`src/rtl/iss_pkg.sv`:
```
// ----------------------------------------------------------------------------
// Image sample statistics package
// Shared constants, types and the restoring square root step.
// ----------------------------------------------------------------------------
package iss_pkg;

  localparam int COUNT_BITS   = 20;
  localparam int TALLY_W      = COUNT_BITS + 1;
  localparam int SQRT_STEPS   = 32;
  localparam int SQRT_CNT_W   = $clog2(SQRT_STEPS);
  localparam int DIV_STEPS    = 128;
  localparam int DIV_CNT_W    = $clog2(DIV_STEPS);
  localparam int FIFO_DEPTH   = 2;
  localparam int FIFO_PTR_W   = $clog2(FIFO_DEPTH);

  localparam logic [31:0] Q_MAX      = 32'h7FFF_FFFF;
  localparam logic [31:0] Q_NEG_LIM  = 32'h8000_0000;

  typedef enum logic [2:0] {
    MODE_BYTE       = 3'd0,
    MODE_SHORT      = 3'd1,
    MODE_REAL       = 3'd2,
    MODE_CPLX_SHORT = 3'd3,
    MODE_CPLX_REAL  = 3'd4
  } mode_e;

  // Decoded amplitude handed from front to back
  typedef struct packed {
    logic [31:0] amp;
    logic        last;
    logic        sat;
  } amp_item_t;

  // Partial remainder and root of the bit-pair square root
  typedef struct packed {
    logic [34:0] rem;
    logic [31:0] root;
  } sqrt_acc_t;

  function automatic sqrt_acc_t sqrt_step(sqrt_acc_t a, logic [1:0] pair);
    logic [34:0] shifted;
    logic [34:0] trial;
    sqrt_acc_t   r;
    shifted = {a.rem[32:0], pair};
    trial   = {1'b0, a.root, 2'b01};
    if (shifted >= trial) begin
      r.rem  = shifted - trial;
      r.root = {a.root[30:0], 1'b1};
    end else begin
      r.rem  = shifted;
      r.root = {a.root[30:0], 1'b0};
    end
    return r;
  endfunction

endpackage

```
`src/rtl/iss_fifo.sv`:
```
// ----------------------------------------------------------------------------
// Image sample statistics queue
// Short queue of decoded amplitudes between front and back.
// ----------------------------------------------------------------------------
module iss_fifo import iss_pkg::*; (
  input  logic      clk_i,
  input  logic      rst_ni,
  input  logic      push_valid_i,
  output logic      push_ready_o,
  input  amp_item_t push_item_i,
  output logic      pop_valid_o,
  input  logic      pop_ready_i,
  output amp_item_t pop_item_o
);

  amp_item_t               mem_q [FIFO_DEPTH];
  logic [FIFO_PTR_W-1:0]   wr_ptr_q, rd_ptr_q;
  logic [FIFO_PTR_W:0]     count_q;
  logic                    push, pop;

  assign push_ready_o = (count_q != (FIFO_PTR_W+1)'(FIFO_DEPTH));
  assign pop_valid_o  = (count_q != '0);
  assign pop_item_o   = mem_q[rd_ptr_q];
  assign push         = push_valid_i && push_ready_o;
  assign pop          = pop_valid_o && pop_ready_i;

  // Storage
  always_ff @(posedge clk_i) begin
    if (push) begin
      mem_q[wr_ptr_q] <= push_item_i;
    end
  end

  // Pointers and fill level
  always_ff @(posedge clk_i or negedge rst_ni) begin
    if (!rst_ni) begin
      wr_ptr_q <= '0;
      rd_ptr_q <= '0;
      count_q  <= '0;
    end else begin
      if (push) wr_ptr_q <= wr_ptr_q + 1'b1;
      if (pop)  rd_ptr_q <= rd_ptr_q + 1'b1;
      if (push && !pop) begin
        count_q <= count_q + 1'b1;
      end else if (pop && !push) begin
        count_q <= count_q - 1'b1;
      end
    end
  end

endmodule

```
`config.mk`:
```
export PLATFORM = sky130hd
export DESIGN_NAME = iss_fifo
export DESIGN_NICKNAME = d
export VERILOG_FILES = /design/src/rtl/iss_pkg.sv /design/src/rtl/iss_fifo.sv
export SDC_FILE = /design/constraint.sdc
export NUM_CORES = 1
export LEC_CHECK = 0
export CAP_MARGIN = 30
export CELL_PAD_IN_SITES_DETAIL_PLACEMENT = 1
export CELL_PAD_IN_SITES_GLOBAL_PLACEMENT = 1
export CORE_MARGIN = 2
export CORE_UTILIZATION = 25
export CTS_CLUSTER_SIZE = 12
export DETAILED_ROUTE_END_ITERATION = 8
export DONT_BUFFER_PORTS = 1
export PLACE_DENSITY = 0.43
export SETUP_SLACK_MARGIN = 0.2
export SYNTH_ARGS = -nofsm -noshare
export SYNTH_HDL_FRONTEND = slang
export SYNTH_SLANG_ARGS = --single-unit
```
`constraint.sdc`:
```
create_clock -name clk_i -period 6.1 [get_ports clk_i]
set_input_delay 0.915 -clock clk_i [delete_from_list [all_inputs] [get_ports clk_i]]
set_output_delay 0.915 -clock clk_i [all_outputs]
set_load 0.005 [all_outputs]
```
==> results.rst, run 1 <==
.. list-table::
   :header-rows: 1

   * - Metric
     - Value
   * - Average wire per cell in the routed design
     - 16.3 um
   * - Detailed-routing wirelength on met1
     - 1.58 mm
   * - Worst setup SP type
     - flop
   * - Slew Viols, Final
     - 0
   * - Max VDD drop
     - 0.380 mV
   * - Detailed-placement wirelength estimate
     - 3.10 mm
   * - Depth of the worst register-to-register path
     - 2
   * - Buffer type at the clock tree root
     - sky130_fd_sc_hd__clkbuf_8
   * - Floorplan row count
     - 38
   * - Placed cell area
     - 2930 um^2
   * - Net count of the mapped netlist
     - 163
   * - Initial detailed-routing violation count
     - 31
   * - Average via count per standard cell
     - 3.90
   * - Number of violations of the max-capacitance limit
     - 0
   * - Share of synthesized area occupied by flip-flops and latches
     - 0.765
   * - Post-CTS setup buffer count
     - 0
   * - Cts bufs inserted
     - 9
   * - Relative max-transition margin
     - 0.435
   * - Routed wire length on met3
     - 609 um
   * - Status
     - finished clean
   * - Share of flip-flops with an asynchronous set or reset after synthesis
     - 0.0556
   * - Transition at the pin with the smallest max-transition slack
     - 847 ps
   * - Most area-consuming cells after synthesis
     - sky130_fd_sc_hd__edfxtp_1 (73%), sky130_fd_sc_hd__mux2_4 (16%), sky130_fd_sc_hd__dfrtp_1 (3.6%), sky130_fd_sc_hd__buf_12 (2.1%), sky130_fd_sc_hd__mux2_2 (2.0%)
   * - Largest net degree at the start of global routing
     - 35
   * - Aggregate global-route resource usage
     - 0.0798
   * - Buffer levels on the longest clock path
     - 2
   * - Die Height
     - 110 um
   * - Fmax
     - 388 MHz
   * - NumNets Final
     - 172
   * - Antenna violation net count after detailed routing
     - 0
   * - Clock transition time at the flip-flop clock pins of the worst setup and hold paths
     - 70 ps
   * - First-pass GRT wire length
     - 6.65 mm
   * - Number of global-route vias before repair
     - 1248
   * - Mean post-synth cell area
     - 22.6 um^2
   * - Sum of negative setup slack
     - 0 ps
   * - PostCTS Resize Cnt
     - 0
   * - Arrival time of data at the critical path endpoint
     - 1660 ps
   * - Kind of end point of the critical path
     - output pin
   * - Number of top-level pins
     - 74
   * - Area added between synthesis and finish
     - 12.4%
   * - Unrepaired setup endpoints after global routing
     - false
   * - Fraction of the cycle the final worst path needs
     - 0.423
   * - Cell area power density
     - 471 nW/um^2
   * - Detailed-routed wire length on met2
     - 2.28 mm
   * - Fraction of final layout cells sized beyond drive strength 1
     - 0.384
   * - Worst path required time
     - 5180 ps
   * - Main flop type after synthesis
     - sky130_fd_sc_hd__edfxtp_1
   * - Total vias in the final route
     - 1084
   * - Area of the die
     - 12100 um^2
   * - Leakage
     - 1.10 nW
   * - # setup viols final
     - 0
   * - Post-Synthesis Cell Area
     - 2800 um^2
   * - Cell count after synthesis
     - 124
   * - Initial DRT Pass Iterations
     - 3
   * - Initial cell density of the core
     - 0.257
   * - Number of enable flip-flop cells after synthesis
     - 68
   * - Most instantiated cells after synthesis
     - sky130_fd_sc_hd__edfxtp_1 (68), sky130_fd_sc_hd__mux2_4 (29), sky130_fd_sc_hd__mux2_2 (5)
   * - FF+latch count, synth
     - 72
   * - Post-detailed-routing wire length
     - 4.52 mm
   * - Synth warn
     - 0
   * - Share of the synthesized area in the top cell type
     - 0.730
   * - Placer's final routability congestion estimate
     - 0.617
   * - Highest metal layer used by the detailed router
     - met4
   * - Total power consumption of the routed design
     - 1.48 mW
   * - Core area
     - 10900 um^2
   * - Synth cell types
     - 15
   * - Kind of critical path
     - reg2out
   * - Number of antenna violations at the first check in global routing
     - 0
   * - Worst-case hold slack
     - 265 ps
   * - Cell type contributing the most total cell area after synthesis
     - sky130_fd_sc_hd__edfxtp_1
   * - Final setup skew
     - 8.07 ps
   * - Filler cells
     - 1086
   * - Number of hold violations in the final report
     - 0
   * - Cell with the most instances after synthesis
     - sky130_fd_sc_hd__edfxtp_1
   * - Post-Route Utilization
     - 0.289
   * - Crit path time final
     - 2580 ps
   * - Final non-filler cell area
     - 3150 um^2
   * - Number of levels the H-tree was split into
     - 3
   * - Number of input and output port buffers inserted
     - 0
   * - Min-Delay Path Class
     - in2async
   * - Clock tree from TritonCTS
     - yes
   * - Diodes inserted
     - 0
   * - GRT overflow
     - 0
   * - Critical path fanouts, max
     - 21
   * - Quantity of hold-fixing buffers added after cts
     - 0
   * - Clk sinks
     - 72
   * - Latest clock arrival within the worst-skew pair
     - 330 ps
   * - # DRC
     - 0
   * - Width of the die
     - 110 um
==> routing by layer <==
metal | global-route usage | vias to the layer above
met5 | 0 | -
met4 | 0.0461 | 0
met3 | 0.0522 | 6
met2 | 0.132 | 59
met1 | 0.0735 | 524
li1 | - | 495
==> worst paths after layout <==
path / to / slack [ps] / start
max: pop_item_o[19] / 3520 / rd_ptr_q
min: count_q[1] / 260 / rst_ni
max reg2reg: mem_q[1][32] / 4340 / count_q[0]
min reg2reg: count_q[1] / 500 / count_q[1]
max in group asynchronous: rd_ptr_q / 5760 / rst_ni
min in group clk_i: count_q[1] / 500 / count_q[1]
==> stage by stage <==
| step | std cells | setup WS [ps] |
|---|---|---|
| floorplan | 124 | 3230 |
| global placement | 260 | 3670 |
| detailed placement | 261 | 3830 |
| CTS | 277 | 3440 |
| global route | 278 | 3420 |
| finish | 278 | 3520 |
==> report_power, final <==
| group | internal [mW] | leakage, nW | switching, mW |
|---|---|---|---|
| clock | 0.184 | 0.0901 | 0.165 |
| sequential | 0.679 | 0.677 | 0.0627 |
| combinational | 0.211 | 0.329 | 0.180 |
==> cell type report <==
type | count | area [um^2] | area share
tap | 140 | 175 | 0.0557
clock buffer | 9 | 124 | 0.0394
inverter | 1 | 3.75 | 0.00119
multi-input combinational | 47 | 591 | 0.188
clock inverter | 7 | 62.6 | 0.0199
timing repair buffer | 2 | 47.5 | 0.0151
sequential | 72 | 2140 | 0.681
==> critical path: stages, from the launching register on <==
cell	delay, ps
sky130_fd_sc_hd__dfrtp_2	690
sky130_fd_sc_hd__buf_12	270
sky130_fd_sc_hd__mux2_2	370
==> flip-flops by register name, indices dropped and copies added (netlist names) <==
register	cells
rd_ptr_q	1
wr_ptr_q	1
mem_q	68
count_q	2
==> cell families (layout without fill, tap and decap cells) <==
group,Yosys count,count (layout),synth area share
mux,34,34,0.176
fa+ha+maj,1,1,0.00447
flops,72,72,0.765
xor+xnor,5,5,0.0156
buf+inv,5,19,0.0268
simple gates,7,7,0.0121
==> layout by cell type, fill, tap and decap left out, types with 2 or more instances in the layout <==
cell / Yosys / routed
sky130_fd_sc_hd__dfrtp_1: 4 / 3
sky130_fd_sc_hd__nand2_1: 2 / 2
sky130_fd_sc_hd__mux2_2: 5 / 5
sky130_fd_sc_hd__clkinv_2: 0 / 2
sky130_fd_sc_hd__clkinv_1: 0 / 2
sky130_fd_sc_hd__edfxtp_1: 68 / 68
sky130_fd_sc_hd__mux2_4: 29 / 29
sky130_fd_sc_hd__xor2_1: 2 / 2
sky130_fd_sc_hd__clkbuf_8: 0 / 9
sky130_fd_sc_hd__xnor2_1: 3 / 3
sky130_fd_sc_hd__clkinvlp_4: 0 / 2
No activity file was read; power rests on OpenSTA's default activity.
==> inputs of run 2 (changes only) <==
Clock period 6.1 ns to 2.55 ns, I/O delays scaled along.
==> run 2 against run 1 <==
Against the previous run: worst hold slack worse by 130 ps; clock skew down 2.6 ps; sequential power up 140%; register-to-register slack worse by 3500 ps; global-route usage up 0.28 points; largest power group unchanged.
==> results.rst, run 2 (synthesis results as in run 1) <==
.. list-table::
   :header-rows: 1

   * - Metric
     - Value
   * - Largest registers ranked by flip-flop count
     - mem_q: 68 flops, count_q: 2 flops
   * - NumNets Final
     - 173
   * - Area added between synthesis and finish
     - 12.4%
   * - Critical path fanouts, max
     - 21
   * - Number of input and output port buffers inserted
     - 0
   * - FF/Latch Area
     - 2140 um^2
   * - Final setup skew
     - 5.44 ps
   * - Least setup slack across all paths after layout
     - 484 ps
   * - Antenna violation net count after detailed routing
     - 0
   * - First-pass GRT wire length
     - 7.01 mm
   * - Area of the die
     - 12100 um^2
   * - Diodes inserted
     - 0
   * - Relative max-transition margin
     - 0.459
   * - Initial detailed-routing violation count
     - 17
   * - Number of levels the H-tree was split into
     - 3
   * - Slew Viols, Final
     - 0
   * - Kind of critical path
     - reg2out
   * - Worst slack, placed
     - 766 ps
   * - Worst path required time
     - 2170 ps
   * - Filler cells
     - 1089
   * - Total area of multi-input combinational cells
     - 591 um^2
   * - Number of violations of the max-capacitance limit
     - 0
   * - Die Height
     - 110 um
   * - Worst setup SP type
     - flop
   * - Cell depth of the worst min-delay path
     - 0
   * - Sum of negative setup slack
     - 0 ps
   * - Cell area power density
     - 1130 nW/um^2
   * - Number of global-route vias before repair
     - 1227
   * - Flip-flop count of the largest register after layout
     - 68
   * - Aggregate global-route resource usage
     - 0.0827
   * - Post-CTS setup buffer count
     - 0
   * - Detailed-placement wirelength estimate
     - 3.23 mm
   * - Initial DRT Pass Iterations
     - 2
   * - Crit path time final
     - 2070 ps
   * - Leakage
     - 1.10 nW
   * - Fraction of final layout cells sized beyond drive strength 1
     - 0.388
   * - Unrepaired setup endpoints after global routing
     - false
   * - Final non-filler cell area
     - 3150 um^2
   * - Average wire per cell in the routed design
     - 17.0 um
   * - Average via count per standard cell
     - 3.99
   * - Buffer type at the clock tree root
     - sky130_fd_sc_hd__clkbuf_8
   * - Critical path origin
     - rd_ptr_q
   * - Buffer levels on the longest clock path
     - 2
   * - Transition at the pin with the smallest max-transition slack
     - 811 ps
   * - Most common cell after layout, fill and taps aside
     - sky130_fd_sc_hd__edfxtp_1
   * - # setup viols final
     - 0
   * - Fraction of the cycle the final worst path needs
     - 0.810
   * - Floorplan row count
     - 38
   * - Min-Delay Path Class
     - in2reg
   * - Number of antenna violations at the first check in global routing
     - 0
   * - Kind of end point of the critical path
     - output pin
   * - Post-detailed-routing wire length
     - 4.74 mm
   * - Placed cell area
     - 2940 um^2
   * - Max VDD drop
     - 0.579 mV
   * - Arrival time of data at the critical path endpoint
     - 1680 ps
   * - Hold path startpoint
     - push_item_i[24]
   * - Total power consumption of the routed design
     - 3.57 mW
   * - # DRC
     - 0
   * - Status
     - finished clean
   * - Latest clock arrival within the worst-skew pair
     - 340 ps
   * - Clock tree from TritonCTS
     - yes
   * - Origin of the critical flop-to-flop path
     - count_q[0]
   * - Largest net degree at the start of global routing
     - 35
   * - Reg with most FFs
     - mem_q
   * - Total vias in the final route
     - 1113
   * - Width of the die
     - 110 um
   * - Core area
     - 10900 um^2
   * - Register-to-register setup slack
     - 800 ps
   * - Initial cell density of the core
     - 0.257
   * - Depth of the worst register-to-register path
     - 2
   * - Number of top-level pins
     - 74
   * - Cts bufs inserted
     - 9
   * - GRT overflow
     - 0
   * - Commonest cells after routing, fill and taps aside
     - sky130_fd_sc_hd__edfxtp_1 (68), sky130_fd_sc_hd__mux2_4 (29), sky130_fd_sc_hd__clkbuf_8 (9)
   * - Count of placed standard cells including taps
     - 262
   * - Worst R2R End
     - mem_q[1][16]
   * - Number of hold violations in the final report
     - 0
   * - Count of non-filler cells in the finished layout
     - 279
   * - Fmax
     - 484 MHz
   * - Clk sinks
     - 72
   * - Placer's final routability congestion estimate
     - 0.596
   * - Clock transition time at the flip-flop clock pins of the worst setup and hold paths
     - 80 ps
   * - Sink of the worst hold path
     - mem_q[1][24]
[run 2: cell types whose count changed in the layout (fill, tap and decap cells not counted), sizes merged]
| cell | previous run | this run |
|---|---|---|
| clkinv | 4 | 3 |
| dlygate4sd3 | 0 | 1 |
| inv | 1 | 2 |
[run 2: worst max-delay path by stage]
stage,end,cells after the start,slack [ps]
floorplan,mem_q[0][0],3,600
global placement,mem_q[1][27],2,830
detailed placement,mem_q[1][27],2,770
CTS,pop_item_o[13],2,420
global route,pop_item_o[13],2,370
finish,pop_item_o[13],2,480
[run 2: critical path: stages, from the launching register on]
cell	delay, ps
sky130_fd_sc_hd__dfrtp_2	690
sky130_fd_sc_hd__buf_12	260
sky130_fd_sc_hd__mux2_2	370
[run 2: per-layer routing]
metal	wire length [um]	GRT usage	vias to the layer above
li1	-	-	496
met1	1720	0.0801	548
met2	2380	0.140	59
met3	553	0.0462	10
met4	87	0.0434	0
met5	0	0	-
[run 2: per-stage QoR]
| stage | util | hold WS (ps) |
|---|---|---|
| after floorplan | - | 86.9 |
| after global placement | 0.270 | 87.1 |
| after detailed placement | 0.270 | 87.1 |
| after CTS | 0.289 | 109 |
| after global routing | 0.289 | 104 |
| final | 0.289 | 136 |
[run 2: where the power goes]
group          switching (mW)  internal, mW
Clock                   0.420         0.451
Combinational           0.430         0.485
Sequential              0.157          1.63
[run 2: timing repair]
action                    CTS  global route
hold buffers                1             0
resized for setup           0             0
hold endpoints to repair    4             0
[run 2: cell type report]
cell class / instances / area share
clock buffer: 9 / 0.0394
clock inverter: 7 / 0.0227
inverter: 1 / 0.00119
multi-input combinational: 47 / 0.188
sequential: 72 / 0.681
tap: 140 / 0.0557
timing repair buffer: 3 / 0.0119
==> inputs of run 3 (changes only) <==
Settings changed: ABC_AREA from default to 1, PLACE_DENSITY 0.43 to 0.47.
Clock period 2.55 ns to 1.77 ns, I/O delays scaled along.
==> run 3 against run 2 <==
Against the previous run: sequential share of layout area shrank 5.8 points; largest cell class unchanged; via count grew 41%; largest power group unchanged; critical path depth grew 1.
==> results.rst, run 3 <==
.. list-table::
   :header-rows: 1

   * - Metric
     - Value
   * - Number of input and output port buffers inserted
     - 0
   * - Critical path fanouts, max
     - 17
   * - Kind of critical path
     - reg2out
   * - Placer's final routability congestion estimate
     - 0.643
   * - Cell type contributing the most total cell area after synthesis
     - sky130_fd_sc_hd__edfxtp_1
   * - Arrival time of data at the critical path endpoint
     - 1240 ps
   * - Area of the die
     - 11900 um^2
   * - Net count of the mapped netlist
     - 245
   * - Share of synthesized area occupied by flip-flops and latches
     - 0.776
   * - Detailed-placement wirelength estimate
     - 3.48 mm
   * - Combinational cell fraction of total power
     - 0.292
   * - Buffer type at the clock tree root
     - sky130_fd_sc_hd__clkbuf_8
   * - Average wire per cell in the routed design
     - 13.6 um
   * - Initial DRT Pass Iterations
     - 4
   * - Synth cell types
     - 16
   * - Int Pwr
     - 3.24 mW
   * - FF+latch count, synth
     - 72
   * - First-pass GRT wire length
     - 8.36 mm
   * - Least setup slack across all paths after layout
     - 262 ps
   * - Status
     - finished clean
   * - Fmax
     - 663 MHz
   * - Clock network power share
     - 0.210
   * - Cts bufs inserted
     - 9
   * - Die Height
     - 109 um
   * - Number of violations of the max-capacitance limit
     - 0
   * - Antenna violation net count after detailed routing
     - 0
   * - Synth warn
     - 0
   * - Min-Delay Path Class
     - in2reg
   * - Filler cells
     - 1170
   * - Final setup skew
     - 5.26 ps
   * - Initial detailed-routing violation count
     - 30
   * - Number of global-route vias before repair
     - 1632
   * - GRT overflow
     - 0
   * - Cell with the most instances after synthesis
     - sky130_fd_sc_hd__nand2_1
   * - Initial cell density of the core
     - 0.256
   * - Post-detailed-routing wire length
     - 5.39 mm
   * - Main flop type after synthesis
     - sky130_fd_sc_hd__edfxtp_1
   * - Number of top-level pins
     - 74
   * - Average via count per standard cell
     - 3.98
   * - Clock tree from TritonCTS
     - yes
   * - Diodes inserted
     - 0
   * - # DRC
     - 0
   * - Count of non-filler cells in the finished layout
     - 395
   * - Worst setup SP type
     - flop
   * - Most instantiated cells after synthesis
     - sky130_fd_sc_hd__nand2_1 (99), sky130_fd_sc_hd__edfxtp_1 (68), sky130_fd_sc_hd__nand2_2 (13)
   * - Sw Pwr
     - 1.73 mW
   * - Area added between synthesis and finish
     - 24.5%
   * - Kind of end point of the critical path
     - output pin
   * - Mean post-synth cell area
     - 13.4 um^2
   * - NumNets Final
     - 290
   * - Number of levels the H-tree was split into
     - 3
   * - Fraction of final layout cells sized beyond drive strength 1
     - 0.141
   * - Transition at the pin with the smallest max-transition slack
     - 270 ps
   * - Max VDD drop
     - 0.444 mV
   * - Fraction of the cycle the final worst path needs
     - 0.852
   * - Number of antenna violations at the first check in global routing
     - 0
   * - Floorplan row count
     - 38
   * - Share of the synthesized area in the top cell type
     - 0.740
   * - Cell area power density
     - 1450 nW/um^2
   * - Largest registers ranked by flip-flop count
     - mem_q: 68 flops, count_q: 2 flops
   * - Clock transition time at the flip-flop clock pins of the worst setup and hold paths
     - 70 ps
   * - Sequential share of power
     - 0.497
   * - Total vias in the final route
     - 1574
   * - Unrepaired setup endpoints after global routing
     - true
   * - Count of placed standard cells including taps
     - 345
   * - Most area-consuming cells after synthesis
     - sky130_fd_sc_hd__edfxtp_1 (74%), sky130_fd_sc_hd__nand2_1 (13%), sky130_fd_sc_hd__dfrtp_1 (3.6%), sky130_fd_sc_hd__nand2_2 (2.9%), sky130_fd_sc_hd__buf_6 (1.2%)
   * - Number of enable flip-flop cells after synthesis
     - 68
   * - Relative max-transition margin
     - 0.820
   * - # setup viols final
     - 0
   * - Sum of negative setup slack
     - 0 ps
   * - Cell count after synthesis
     - 206
   * - Width of the die
     - 109 um
   * - Largest net degree at the start of global routing
     - 36
   * - Worst slack, placed
     - 290 ps
   * - Share of flip-flops with an asynchronous set or reset after synthesis
     - 0.0556
   * - Most common cell after layout, fill and taps aside
     - sky130_fd_sc_hd__nand2_1
   * - Leakage
     - 1.33 nW
   * - Net switching share of the total power
     - 0.348
   * - Latest clock arrival within the worst-skew pair
     - 340 ps
   * - Number of hold violations in the final report
     - 0
   * - Core area
     - 10800 um^2
   * - Post-Synthesis Cell Area
     - 2760 um^2
   * - Reg with most FFs
     - mem_q
   * - Flip-flop count of the largest register after layout
     - 68
   * - Buffer levels on the longest clock path
     - 2
   * - Slew Viols, Final
     - 0
   * - Crit path time final
     - 1510 ps
   * - Commonest cells after routing, fill and taps aside
     - sky130_fd_sc_hd__nand2_1 (99), sky130_fd_sc_hd__edfxtp_1 (68), sky130_fd_sc_hd__dlygate4sd3_1 (35)
   * - Aggregate global-route resource usage
     - 0.0984
   * - Clk sinks
     - 72
   * - Worst path required time
     - 1500 ps
## run 3: cell types whose count changed in the layout (fill, tap and decap cells not counted), sizes merged, moves of 2 or more
cell and delta:
nand2 +110, dlygate4sd3 +34, mux2 -34, buf +4
inv +4, clkinv +2, nand3 +2, xnor2 -2
## run 3: per-layer routing
metal,vias up,wire (um),track usage
li1,772,-,-
met1,743,2260,0.105
met2,47,2640,0.161
met3,12,337,0.0371
met4,0,146,0.0659
met5,-,0,0
## run 3: logic make-up (layout without fill, tap and decap cells)
logic type	Yosys count	after routing	share of synthesized area
adder cells (fa/ha/maj)	1	1	0.00453
buffers and inverters	14	63	0.0399
flip-flops	72	72	0.776
XOR/XNOR	2	2	0.00635
AND/OR/NAND/NOR	117	117	0.173
## run 3: path summary, 6_finish.rpt
kind	startpoint	to	slack [ps]	cells after the start
min reg2reg	count_q[1]	count_q[1]	520	2
max in group asynchronous	rst_ni	rd_ptr_q	1380	1
min	pop_ready_i	rd_ptr_q	60	2
min in group asynchronous	rst_ni	count_q[1]	200	1
max	rd_ptr_q	pop_item_o[23]	260	3
max reg2reg	count_q[0]	count_q[1]	310	9
## run 3: layout make-up
cell class | count | area (um^2) | area share
multi-input combinational | 120 | 527 | 0.153
sequential | 72 | 2140 | 0.624
clock inverter | 5 | 25.0 | 0.00728
tap | 140 | 175 | 0.0510
timing repair buffer | 41 | 399 | 0.116
clock buffer | 10 | 128 | 0.0371
inverter | 7 | 38.8 | 0.0113
## run 3: power groups by stage
| stage | clock network (mW) | registers, mW | logic [mW] |
|---|---|---|---|
| after floorplan | 0 | 2.47 | 1.14 |
| after global placement | 0 | 2.50 | 1.43 |
| after detailed placement | 0 | 2.51 | 1.44 |
| after CTS | 1.10 | 2.47 | 1.52 |
| after global routing | 1.17 | 2.51 | 1.67 |
| final | 1.05 | 2.47 | 1.45 |
## run 3: timing repair
item,CTS,global route
setup endpoints to repair,1,15
gates resized for setup,0,3
hold buffers,35,0
endpoints found under the hold margin,72,0
buffers inserted,0,0
pin swaps,0,0
## run 3: per-stage QoR
| stage | hold slack [ps] | util | area, um^2 | power [mW] |
|---|---|---|---|---|
| floorplan | -30.1 | - | 2760 | 3.61 |
| global placement | -30.0 | 0.270 | 2920 | 3.93 |
| detailed placement | -30.0 | 0.270 | 2920 | 3.95 |
| CTS | 41.8 | 0.317 | 3420 | 5.09 |
| global route | 55.3 | 0.318 | 3440 | 5.34 |
| finish | 64.4 | 0.318 | 3440 | 4.97 |
## run 3: critical path, stage by stage (launching register included)
cell and delay, ps:
sky130_fd_sc_hd__dfrtp_2 450, sky130_fd_sc_hd__buf_4 260, sky130_fd_sc_hd__nand2_1 70, sky130_fd_sc_hd__nand2_1 110
